### config.mk
export PLATFORM = sky130hd
export DESIGN_NAME = integer_to_ascii_radix_core
export DESIGN_NICKNAME = d
export VERILOG_FILES = /design/src/rtl/itar_pkg.sv /design/src/rtl/integer_to_ascii_radix_core.sv /design/src/rtl/itar_front.sv /design/src/rtl/itar_queue.sv /design/src/rtl/itar_back.sv
export VERILOG_INCLUDE_DIRS = /design/src /design/src/rtl
export SDC_FILE = /design/constraint.sdc
export NUM_CORES = 1
export LEC_CHECK = 0
export ABC_AREA = 1
export ABC_CLOCK_PERIOD_IN_PS = 20500
export BUFFER_PORTS_ARGS = -buffer_cell sky130_fd_sc_hd__buf_2
export CAP_MARGIN = 40
export CORE_MARGIN = 4
export CORE_UTILIZATION = 60
export CTS_CLUSTER_SIZE = 25
export DETAILED_ROUTE_END_ITERATION = 10
export PLACE_DENSITY = 0.88
export SYNTH_ARGS = -nofsm -noshare
export SYNTH_HDL_FRONTEND = slang
export SYNTH_HIERARCHICAL = 1
export SYNTH_SLANG_ARGS = --single-unit
### constraint.sdc
create_clock -name clk -period 20.5 [get_ports clk]
set_input_delay 4.1 -clock clk [delete_from_list [all_inputs] [get_ports clk]]
set_output_delay 4.1 -clock clk [all_outputs]
set_load 0.02 [all_outputs]
### src/rtl/integer_to_ascii_radix_core_defines.svh
// Assertion macros for the integer to ASCII radix converter.
// Used by the top level; expects clk and arst_n in scope.
`ifndef INTEGER_TO_ASCII_RADIX_CORE_DEFINES_SVH
`define INTEGER_TO_ASCII_RADIX_CORE_DEFINES_SVH

// property must hold at every clock edge outside reset
`define ITAR_ASSERT(lbl, prop, msg) \
	lbl: assert property (@(posedge clk) disable iff (!arst_n) (prop)) else $error(msg);

// expression must never be true outside reset
`define ITAR_NEVER(lbl, expr, msg) \
	lbl: assert property (@(posedge clk) disable iff (!arst_n) !(expr)) else $error(msg);

`endif

### src/rtl/itar_pkg.sv
// Shared constants, types and helpers of the integer to ASCII radix converter.
// No dependencies.
package itar_pkg;

	localparam int VALUE_BITS_DEF = 32;
	localparam int RADIX_W        = 6;
	localparam int CHAR_W         = 8;
	localparam int DIGIT_W        = 6;
	localparam int DIV_STEPS      = 8;
	localparam int QUEUE_DEPTH    = 2;

	localparam logic [RADIX_W-1:0] RADIX_MIN = 6'd2;
	localparam logic [RADIX_W-1:0] RADIX_MAX = 6'd36;
	localparam logic [RADIX_W-1:0] RADIX_DEC = 6'd10;

	localparam logic [DIGIT_W-1:0] DIGIT_MAX_NUM = 6'd9;

	localparam logic [CHAR_W-1:0] CH_ZERO  = 8'h30;
	localparam logic [CHAR_W-1:0] CH_ALPHA = 8'h61;
	localparam logic [CHAR_W-1:0] CH_MINUS = 8'h2D;

	// back end status seen by the top level
	typedef struct packed {
		logic div_busy;
		logic pop_busy;
		logic stk_empty;
		logic stk_over;
	} itar_stat_t;

	function automatic logic [RADIX_W-1:0] clamp_radix(input logic [RADIX_W-1:0] r);
		logic [RADIX_W-1:0] b;
		b = r;
		if (r < RADIX_MIN) begin
			b = RADIX_MIN;
		end else if (r > RADIX_MAX) begin
			b = RADIX_MAX;
		end
		return b;
	endfunction

	function automatic logic [CHAR_W-1:0] digit_char(input logic [DIGIT_W-1:0] d);
		logic [CHAR_W-1:0] c;
		if (d > DIGIT_MAX_NUM) begin
			c = CH_ALPHA + CHAR_W'(d - RADIX_DEC);
		end else begin
			c = CH_ZERO + CHAR_W'(d);
		end
		return c;
	endfunction

endpackage

### src/rtl/integer_to_ascii_radix_core.sv
// Integer to ASCII radix converter, top level: front end, job queue, back end.
// Depends on itar_pkg, itar_front, itar_queue, itar_back and the defines header.
//
// Each pushed item is a signed value and a radix (clamped to 2..36); the
// block pops out its ASCII digits, most significant first, '0'-'9' then
// 'a'-'z', with last set on the final character and no terminator. Zero
// gives a single '0'. In radix ten a negative value is preceded by '-' and
// its magnitude (the most negative value included) follows; any other radix
// reads the bits as an unsigned VALUE_BITS-bit number. Timing: the front end
// takes an item per cycle while full is low, into a two-entry queue. The
// back end picks up a job, runs its divider once per digit (8 quotient
// bits per cycle), loads a sign if there is one, then hands out one
// character per pop. The divider loop sets the rate; the output register
// lets the next item's division overlap a stalled pop only for the last
// held character, so slow pops slow the block.
`include "integer_to_ascii_radix_core_defines.svh"

module integer_to_ascii_radix_core import itar_pkg::*; #(
	parameter int VALUE_BITS = VALUE_BITS_DEF
) (
	input  logic                         clk,
	input  logic                         arst_n,
	input  logic                         push,
	output logic                         full,
	input  logic signed [VALUE_BITS-1:0] value,
	input  logic        [RADIX_W-1:0]    radix,
	output logic                         empty,
	input  logic                         pop,
	output logic        [CHAR_W-1:0]     character,
	output logic                         last
);

	localparam int JOB_W = VALUE_BITS + RADIX_W + 1;

	// front to queue
	logic                  f_valid;
	logic                  q_not_full;
	logic [VALUE_BITS-1:0] f_mag;
	logic [RADIX_W-1:0]    f_base;
	logic                  f_neg;

	// queue to back
	logic                  q_valid;
	logic                  b_take;
	logic [JOB_W-1:0]      q_data;

	itar_stat_t            stat;

	itar_front #(
		.VALUE_BITS(VALUE_BITS)
	) u_front (
		.clk      (clk),
		.arst_n   (arst_n),
		.push     (push),
		.full     (full),
		.value    (value),
		.radix    (radix),
		.job_valid(f_valid),
		.job_ready(q_not_full),
		.job_mag  (f_mag),
		.job_base (f_base),
		.job_neg  (f_neg)
	);

	itar_queue #(
		.WIDTH(JOB_W),
		.DEPTH(QUEUE_DEPTH)
	) u_queue (
		.clk     (clk),
		.arst_n  (arst_n),
		.wr_en   (f_valid),
		.wr_data ({f_mag, f_base, f_neg}),
		.not_full(q_not_full),
		.rd_valid(q_valid),
		.rd_en   (b_take),
		.rd_data (q_data)
	);

	itar_back #(
		.VALUE_BITS(VALUE_BITS)
	) u_back (
		.clk      (clk),
		.arst_n   (arst_n),
		.job_valid(q_valid),
		.job_take (b_take),
		.job_mag  (q_data[JOB_W-1 -: VALUE_BITS]),
		.job_base (q_data[RADIX_W:1]),
		.job_neg  (q_data[0]),
		.empty    (empty),
		.pop      (pop),
		.character(character),
		.last     (last),
		.stat     (stat)
	);

	// assertions
	`ITAR_NEVER(a_stk_over, stat.stk_over, "digit stack holds more digits than value bits")
	`ITAR_ASSERT(a_pop_has_digit, stat.pop_busy |-> !stat.stk_empty, "emit phase with empty stack")
	`ITAR_ASSERT(a_minus_not_last, (!empty && character == CH_MINUS) |-> !last, "sign flagged last")
	`ITAR_ASSERT(a_div_stack_room, stat.div_busy |-> !stat.stk_over, "division with full stack")

endmodule

### src/rtl/itar_front.sv
// Front end: accepts an item, clamps the radix and forms the magnitude and sign.
// Depends on itar_pkg.
module itar_front import itar_pkg::*; #(
	parameter int VALUE_BITS = VALUE_BITS_DEF
) (
	input  logic                         clk,
	input  logic                         arst_n,
	input  logic                         push,
	output logic                         full,
	input  logic signed [VALUE_BITS-1:0] value,
	input  logic        [RADIX_W-1:0]    radix,
	output logic                         job_valid,
	input  logic                         job_ready,
	output logic        [VALUE_BITS-1:0] job_mag,
	output logic        [RADIX_W-1:0]    job_base,
	output logic                         job_neg
);

	logic                  valid_s1;
	logic [VALUE_BITS-1:0] mag_s1;
	logic [RADIX_W-1:0]    base_s1;
	logic                  neg_s1;

	logic                  take;
	logic [VALUE_BITS-1:0] uval;
	logic [RADIX_W-1:0]    base_c;
	logic                  neg_c;
	logic [VALUE_BITS-1:0] mag_c;

	assign full = valid_s1 && !job_ready;
	assign take = push && !full;

	assign uval   = value;
	assign base_c = clamp_radix(radix);
	// only decimal carries a sign; the most negative value negates to itself,
	// which read unsigned is the true magnitude
	assign neg_c  = (base_c == RADIX_DEC) && uval[VALUE_BITS-1];
	assign mag_c  = neg_c ? (~uval + VALUE_BITS'(1)) : uval;

	always_ff @(posedge clk or negedge arst_n) begin
		if (!arst_n) begin
			valid_s1 <= 1'b0;
		end else begin
			valid_s1 <= take || (valid_s1 && !job_ready);
		end
	end

	always_ff @(posedge clk) begin
		if (take) begin
			mag_s1  <= mag_c;
			base_s1 <= base_c;
			neg_s1  <= neg_c;
		end
	end

	assign job_valid = valid_s1;
	assign job_mag   = mag_s1;
	assign job_base  = base_s1;
	assign job_neg   = neg_s1;

endmodule

### src/rtl/itar_queue.sv
// Short job queue between front and back end.
// Depends on itar_pkg.
module itar_queue import itar_pkg::*; #(
	parameter int WIDTH = 8,
	parameter int DEPTH = QUEUE_DEPTH
) (
	input  logic             clk,
	input  logic             arst_n,
	input  logic             wr_en,
	input  logic [WIDTH-1:0] wr_data,
	output logic             not_full,
	output logic             rd_valid,
	input  logic             rd_en,
	output logic [WIDTH-1:0] rd_data
);

	localparam int AW = $clog2(DEPTH);
	localparam int CW = $clog2(DEPTH + 1);

	logic [WIDTH-1:0] mem_q [DEPTH];
	logic [AW-1:0]    wr_ptr_q;
	logic [AW-1:0]    rd_ptr_q;
	logic [CW-1:0]    cnt_q;
	logic             do_wr;
	logic             do_rd;

	assign not_full = (cnt_q != CW'(DEPTH));
	assign rd_valid = (cnt_q != '0);
	assign do_wr    = wr_en && not_full;
	assign do_rd    = rd_en && rd_valid;
	assign rd_data  = mem_q[rd_ptr_q];

	always_ff @(posedge clk or negedge arst_n) begin
		if (!arst_n) begin
			wr_ptr_q <= '0;
			rd_ptr_q <= '0;
			cnt_q    <= '0;
		end else begin
			if (do_wr) begin
				wr_ptr_q <= (wr_ptr_q == AW'(DEPTH - 1)) ? '0 : wr_ptr_q + AW'(1);
			end
			if (do_rd) begin
				rd_ptr_q <= (rd_ptr_q == AW'(DEPTH - 1)) ? '0 : rd_ptr_q + AW'(1);
			end
			if (do_wr && !do_rd) begin
				cnt_q <= cnt_q + CW'(1);
			end else if (do_rd && !do_wr) begin
				cnt_q <= cnt_q - CW'(1);
			end
		end
	end

	always_ff @(posedge clk) begin
		if (do_wr) begin
			mem_q[wr_ptr_q] <= wr_data;
		end
	end

endmodule

### src/rtl/itar_back.sv
// Back end: iterative divider by the radix, digit stack, sign and output register.
// Depends on itar_pkg.
module itar_back import itar_pkg::*; #(
	parameter int VALUE_BITS = VALUE_BITS_DEF
) (
	input  logic                  clk,
	input  logic                  arst_n,
	input  logic                  job_valid,
	output logic                  job_take,
	input  logic [VALUE_BITS-1:0] job_mag,
	input  logic [RADIX_W-1:0]    job_base,
	input  logic                  job_neg,
	output logic                  empty,
	input  logic                  pop,
	output logic [CHAR_W-1:0]     character,
	output logic                  last,
	output itar_stat_t            stat
);

	localparam int ITER = (VALUE_BITS + DIV_STEPS - 1) / DIV_STEPS;
	localparam int PW   = ITER * DIV_STEPS;
	localparam int CW   = $clog2(ITER + 1);
	localparam int SPW  = $clog2(VALUE_BITS + 1);

	typedef enum logic [3:0] {
		B_IDLE = 4'b0001,
		B_DIV  = 4'b0010,
		B_SIGN = 4'b0100,
		B_POP  = 4'b1000
	} back_state_t;

	back_state_t state_q, state_nx;

	logic [PW-1:0]      num_q;
	logic [DIGIT_W-1:0] rem_q;
	logic [RADIX_W-1:0] base_q;
	logic               neg_q;
	logic [CW-1:0]      cnt_q;
	logic [SPW-1:0]     sp_q;
	logic [DIGIT_W-1:0] stk_q [VALUE_BITS];
	logic               out_v_q;
	logic [CHAR_W-1:0]  char_q;
	logic               last_q;

	logic [RADIX_W:0]   rem_w;
	logic [PW-1:0]      num_w;
	logic               slot_free;
	logic               div_done;
	logic               push_stk;
	logic               pop_stk;
	logic               load_sign;

	// restoring division, DIV_STEPS quotient bits per cycle; dividend bits
	// leave at the top while quotient bits enter at the bottom
	always_comb begin
		rem_w = {1'b0, rem_q};
		num_w = num_q;
		for (int i = 0; i < DIV_STEPS; i++) begin
			rem_w = {rem_w[RADIX_W-1:0], num_w[PW-1]};
			num_w = {num_w[PW-2:0], 1'b0};
			if (rem_w >= {1'b0, base_q}) begin
				rem_w    = rem_w - {1'b0, base_q};
				num_w[0] = 1'b1;
			end
		end
	end

	assign slot_free = !out_v_q || pop;
	assign div_done  = (state_q == B_DIV) && (cnt_q == CW'(ITER - 1));
	assign push_stk  = div_done;
	assign pop_stk   = (state_q == B_POP) && slot_free;
	assign load_sign = (state_q == B_SIGN) && slot_free;
	assign job_take  = (state_q == B_IDLE) && job_valid;

	always_comb begin
		state_nx = state_q;
		case (state_q)
			B_IDLE: begin
				if (job_valid) begin
					state_nx = B_DIV;
				end
			end
			B_DIV: begin
				if (div_done && (num_w == '0)) begin
					state_nx = neg_q ? B_SIGN : B_POP;
				end
			end
			B_SIGN: begin
				if (slot_free) begin
					state_nx = B_POP;
				end
			end
			B_POP: begin
				if (slot_free && (sp_q == SPW'(1))) begin
					state_nx = B_IDLE;
				end
			end
			default: state_nx = B_IDLE;
		endcase
	end

	always_ff @(posedge clk or negedge arst_n) begin
		if (!arst_n) begin
			state_q <= B_IDLE;
			cnt_q   <= '0;
			sp_q    <= '0;
			out_v_q <= 1'b0;
		end else begin
			state_q <= state_nx;
			if (job_take || div_done) begin
				cnt_q <= '0;
			end else if (state_q == B_DIV) begin
				cnt_q <= cnt_q + CW'(1);
			end
			if (push_stk) begin
				sp_q <= sp_q + SPW'(1);
			end else if (pop_stk) begin
				sp_q <= sp_q - SPW'(1);
			end
			if (pop_stk || load_sign) begin
				out_v_q <= 1'b1;
			end else if (pop) begin
				out_v_q <= 1'b0;
			end
		end
	end

	always_ff @(posedge clk) begin
		if (job_take) begin
			num_q  <= PW'(job_mag);
			rem_q  <= '0;
			base_q <= job_base;
			neg_q  <= job_neg;
		end else if (state_q == B_DIV) begin
			num_q <= num_w;
			rem_q <= div_done ? '0 : rem_w[DIGIT_W-1:0];
		end
		// digits come out least significant first; the stack turns them round
		if (push_stk) begin
			stk_q[0] <= rem_w[DIGIT_W-1:0];
			for (int i = 1; i < VALUE_BITS; i++) begin
				stk_q[i] <= stk_q[i-1];
			end
		end else if (pop_stk) begin
			for (int i = 0; i < VALUE_BITS - 1; i++) begin
				stk_q[i] <= stk_q[i+1];
			end
		end
		if (load_sign) begin
			char_q <= CH_MINUS;
			last_q <= 1'b0;
		end else if (pop_stk) begin
			char_q <= digit_char(stk_q[0]);
			last_q <= (sp_q == SPW'(1));
		end
	end

	assign empty     = !out_v_q;
	assign character = char_q;
	assign last      = last_q;

	assign stat.div_busy  = (state_q == B_DIV);
	assign stat.pop_busy  = (state_q == B_POP);
	assign stat.stk_empty = (sp_q == '0);
	assign stat.stk_over  = (sp_q > SPW'(VALUE_BITS));

endmodule

==> reports/results.ini, run 1 <==
[run_status]
outcome = complete, no violations

[die]
core_region_area_sq_mm = 0.0326
floorplan.die.height_um = 190
die-area_sq_mm = 0.0361
start_util_pct = 60.9
die_x_um = 190
boundaryPins = 53
row_count = 66

[timing]
max_freq_mhz = 67.3
final_hold_viol_count = 0
setup_tns_ns = 0
rsz0062_at_grt = no
min_period_over_period_pct = 72.5
layout_min_cycle_time_ns = 14.85
setup-violations-final = 0
maxSlewHeadroom_pct = 40.4
tightest_slew_ns = 0.894
slew_violations = 0
fin_worst_skew_ns = 0.0188

[grt]
gr-usage-all-layers_pct = 23.0
grt_max_degree = 90
antenna_violations_before_repair = 0
overflow = 0
first_global_vias = 14500
grt_first_pass_wirelength_mm = 69.1

[layout]
final-instance-count-excl-fill = 2649
nets = 2291
final_design_area_no_fill_sq_mm = 0.0217
synthToLayoutAreaGrowth_pct = 9.07
drive_above_1_share_pct = 9.56
antennaDiodeCount = 0
filler_cell_count = 2323

[drt]
initialDrtViolationCount = 1429
finalWirelength_mm = 42.0
route.vias.total = 14700
routedWlPerCell_um = 15.9
via_per_inst = 5.56
remaining_drc_errors = 0
final_antenna_net_count = 0
firstDrtPassIters = 6

[place]
port_buffers = 52
dp.cells = 2581
detailed_place.area_sq_mm = 0.0205
globalplace.congestion = 0.937
hpwlAfterDp_mm = 27.9

[synthesis]
synthesis.nets = 2255
synthCells = 2143
yosysWarnings = 6
post_synthesis_instance_area_sq_mm = 0.0199
avg_synthesized_cell_area_sq_um = 9.27

[cts]
cts-htree-levels = 2
cts-resized-gates = 0
cts.hold.buffers_added = 0
cts-buffers-inserted = 38
clkSlewWorstSetupHoldPaths_ns = 0.06
tritoncts = yes
cts_setup_buffers = 0
clk_root_buffer_cell = clkbuf_16
clock_tree.buffer_depth = 3
clkLatencyLatePin_ns = 0.53
clock_sink_count = 382

[run]
drv_cap = 0

[worst_setup_path]
most_frequent_cell_on_critical_path = nand2_1
crit_type = reg -> reg
critical-path-max-stage-delay_ns = 0.55
required_time_worst_endpoint_ns = 20.90
arrival_worst_endpoint_ns = 15.26
cp-start-kind = flip-flop
endpoint_kind = flip-flop
slowest_stage = inv_1
critical_path_peak_fanout = 13

[min_path]
worst_hold_path_type = reg -> reg

## metal layers
metal | vias to the layer above | global-route usage [%] | routed length (um)
met3 | 125 | 3.52 | 2590
met4 | 0 | 8.63 | 1340
met2 | 582 | 40.0 | 21000
li1 | 7091 | - | -
met5 | - | 0 | 0
met1 | 6922 | 29.4 | 17100
## critical path, delay by kind of cell, from the launching register on
family	cells	cell delay, ns
compound gates	25	5.69
flops	1	0.49
buf+inv	13	1.53
simple gates	39	4.45
fa+ha+maj	8	2.58
## flip-flops by register name (all words and copies together) (netlist names), 2 cells and up
register,flops
u_back/stk_q,192
u_back/num_q,32
u_front/job_mag,32
u_back/rem_q,6
u_back/base_q,6
u_back/character,8
u_queue/cnt_q,2
u_queue/mem_q,78
u_back/sp_q,6
u_front/job_base,6
u_back/state_q,4
u_back/cnt_q,3
## through the flow
stage / hold WS, ns / utilization, % / setup slack (ns)
floorplan: 0.421 / - / 7.84
global placement: 0.424 / 62.4 / 6.67
detailed placement: 0.431 / 62.9 / 6.05
CTS: 0.444 / 66.4 / 6.01
global route: 0.452 / 66.4 / 4.36
finish: 0.446 / 66.4 / 5.65
## cell usage in the layout, fill, tap and decap left out, drive strengths merged, types with 20 or more instances in the layout
cell type  count
a21oi         40
buf           69
clkbuf        55
edfxtp       348
ha            62
inv          194
nand2        918
nand3         68
nand4         20
nor2         121
o21ai        152
xor2          33
## final timing paths
check / endpoint / start / cells past startpoint / slack [ns]
setup reg to reg: u_back/stk_q[0][3]$_DFFE_PP_ / u_back/base_q[1]$_DFFE_PP_ / 85 / 5.65
max in group asynchronous: u_back/state_q[0]$_DFFE_PN1P_ / arst_n / 1 / 16.62
hold reg to reg: u_queue/mem_q[0][19]$_DFFE_PP_ / u_front/job_mag[12]$_DFFE_PP_ / 0 / 0.45
setup / recovery: u_back/stk_q[0][3]$_DFFE_PP_ / u_back/base_q[1]$_DFFE_PP_ / 85 / 5.65
hold / removal: u_queue/mem_q[0][19]$_DFFE_PP_ / u_front/job_mag[12]$_DFFE_PP_ / 0 / 0.45
min in group asynchronous: u_back/state_q[2]$_DFFE_PN0P_ / arst_n / 1 / 3.53
## cell type report
type | count | area, sq um | share of cell area, %
clock buffer | 55 | 1070 | 4.92
clock inverter | 13 | 83.8 | 0.387
inverter | 194 | 744 | 3.44
multi-input combinational | 1494 | 7500 | 34.6
sequential | 382 | 11200 | 51.8
tap | 442 | 553 | 2.55
timing repair buffer | 69 | 485 | 2.24
Power of run 1 is not shown: default switching activity piles up to over one toggle a cycle in this logic, so the estimate is an artifact.
==> run 2: changes to the inputs <==
ABC_AREA = 0   (was 1)
ABC_CLOCK_PERIOD_IN_PS = 13500   (was 20500)
CORE_UTILIZATION = 57   (was 60)
clock period = 13.5 ns   (was 20.5 ns; I/O delays follow)
==> reports/results.ini, run 2 <==
[run_status]
outcome = complete, but fails checks
failed_checks = negative setup slack

[place]
port_buffers = 52
hpwlAfterDp_mm = 28.4
post-place-ws_ns = -1.08
globalplace.congestion = 0.981

[power_and_ir_drop]
power.share.clock_pct = 41.0
power_switching_mw = 0.579
post-layout-total-power_mw = 2.67
power.density_mw_per_mm2 = 117
vdd.ir_drop.worst_mv = 0.151
power.combinational.fraction_pct = 5.4
power.share.switching_pct = 21.7
power.leakage_nw = 9.66
cellInternalPower_mw = 2.09
share_seq_of_total_power_pct = 53.7

[min_path]
cell_depth_of_the_worst_min_delay_path = 0
min_from = u_front/job_base[3]$_DFFE_PP_
worst_hold_path_type = reg -> reg
worst_hold_path.endpoint = u_queue/mem_q[1][4]$_DFFE_PP_

[worst_setup_path]
slowest_stage = edfxtp_1
cp-start-kind = flip-flop
ff2ff_path_depth = 72
ff_to_ff_end = u_back/stk_q[0][2]$_DFFE_PP_
critical_path.reg2reg.startpoint = u_back/base_q[4]$_DFFE_PP_
crit_type = reg -> reg
arrival_worst_endpoint_ns = 14.76
most_frequent_cell_on_critical_path = a21o_1
critical-path-max-stage-delay_ns = 0.38
required_time_worst_endpoint_ns = 13.79
rrSetupSlack_ns = -0.97
critical_path_peak_fanout = 7
endpoint_kind = flip-flop

[timing]
fin_worst_skew_ns = 0.0305
layout_min_cycle_time_ns = 14.47
slew_violations = 0
final_hold_viol_count = 0
tightest_slew_ns = 0.919
setup-violations-final = 16
min_period_over_period_pct = 107
rsz0062_at_grt = yes
maxSlewHeadroom_pct = 37.9
fin_ws_ns = -0.971
max_freq_mhz = 69.1

[layout]
antennaDiodeCount = 0
largest_register_ffs = 192
drive_above_1_share_pct = 22.6
synthToLayoutAreaGrowth_pct = 20.5
filler_cell_count = 2089
largest-register = u_back/stk_q
nets = 2090
largest_registers = u_back/stk_q x192, u_queue/mem_q x78
layout_common_cells = 657 x nand2_1, 348 x edfxtp_1, 183 x buf_4
final_common_cell = nand2_1

[cts]
clk_root_buffer_cell = clkbuf_16
clkLatencyLatePin_ns = 0.56
clkSlewWorstSetupHoldPaths_ns = 0.06
clock_tree.buffer_depth = 3
cts.hold.buffers_added = 0
tritoncts = yes
cts-htree-levels = 2
cts-buffers-inserted = 39
clock_sink_count = 382

[synthesis]
avg_synthesized_cell_area_sq_um = 10.8
synthCells = 1761
post_synthesis_instance_area_sq_mm = 0.0190
yosysWarnings = 6
synthesis.nets = 1873

[die]
floorplan.die.height_um = 191
core_region_area_sq_mm = 0.0327
die-area_sq_mm = 0.0363
row_count = 66
boundaryPins = 53
die_x_um = 191
start_util_pct = 58.1

[run]
drv_cap = 0

[grt]
overflow = 0
antenna_violations_before_repair = 0
first_global_vias = 14400
grt_first_pass_wirelength_mm = 69.9
grt_max_degree = 82
gr-usage-all-layers_pct = 23.6

[drt]
route.layer.met1.wl_mm = 17.1
initialDrtViolationCount = 1257
route.met2.wl_mm = 22.1
via_per_inst = 5.75
finalWirelength_mm = 43.6
route.vias.total = 14100
wl_met3_mm = 2.62
firstDrtPassIters = 7
remaining_drc_errors = 0
dr.max_layer_used = met4
routedWlPerCell_um = 17.8
final_antenna_net_count = 0

## run 2: how the worst max path moves through the flow
stage	slack [ns]	depth (start not counted)	endpoint	startpoint
global placement	-0.60	70	u_back/stk_q[0][5]$_DFFE_PP_	u_back/base_q[4]$_DFFE_PP_
detailed placement	-1.08	69	u_back/stk_q[0][5]$_DFFE_PP_	u_back/base_q[4]$_DFFE_PP_
CTS	-0.68	70	u_back/stk_q[0][5]$_DFFE_PP_	u_back/base_q[4]$_DFFE_PP_
global route	-1.59	72	u_back/stk_q[0][5]$_DFFE_PP_	u_back/base_q[4]$_DFFE_PP_
finish	-0.97	72	u_back/stk_q[0][2]$_DFFE_PP_	u_back/base_q[4]$_DFFE_PP_
floorplan	-1.73	75	u_back/stk_q[0][5]$_DFFE_PP_	u_back/base_q[1]$_DFFE_PP_
## run 2: area by class of cell
cell class,instances,area (sq um),share of cell area [%]
clock buffers,49,1050,4.60
inverters,55,210,0.918
well taps,442,553,2.41
repair buffers,242,1730,7.55
multi-input cells,1258,7880,34.4
clock inverters,22,255,1.11
flip-flops and latches,382,11200,49.0
## run 2: power groups by stage
| stage | logic [mW] | clock network [mW] | registers, mW |
|---|---|---|---|
| finish | 0.144 | 1.09 | 1.43 |
| CTS | 0.145 | 1.11 | 1.43 |
| detailed placement | 0.143 | 0 | 1.46 |
| global route | 0.156 | 1.16 | 1.44 |
| global placement | 0.133 | 0 | 1.45 |
| floorplan | 0.0921 | 0 | 1.45 |
## run 2: critical path, delay by kind of cell, from the launching register on
| family | cells | cell delay (ns) |
|---|---|---|
| DFF | 1 | 0.38 |
| muxes | 9 | 2.36 |
| and+or+nand+nor | 12 | 1.26 |
| buffers and inverters | 3 | 0.25 |
| AOI/OAI and AO/OA | 40 | 7.77 |
| adders and majority gates | 8 | 2.15 |
## run 2: what timing repair did
action,in CTS,in global routing
endpoints found under the setup margin,16,16
setup buffers,26,12
pin swaps,40,22
gates resized for setup,49,18
## run 2: metal layers
layer  GRT usage (%)  up-vias
li1                -     6575
met1            29.4     6783
met2            41.2      587
met3            3.53      142
met4            10.3        0
met5               0        -
## run 2: metrics by stage
stage                     hold slack, ns  utilization [%]  setup TNS [ns]  instances  cell area [sq um]
final                              0.428             70.1          -12.80       2450              22900
after global routing               0.457             70.1          -23.03       2450              22900
after CTS                          0.434             69.5           -8.15       2438              22700
after detailed placement           0.429             64.1          -14.64       2343              21000
after global placement             0.424             64.0           -6.93       2341              20900
after floorplan                    0.421                -          -23.54       1761              19200
Note: power is estimated with default switching activity, not from simulation.
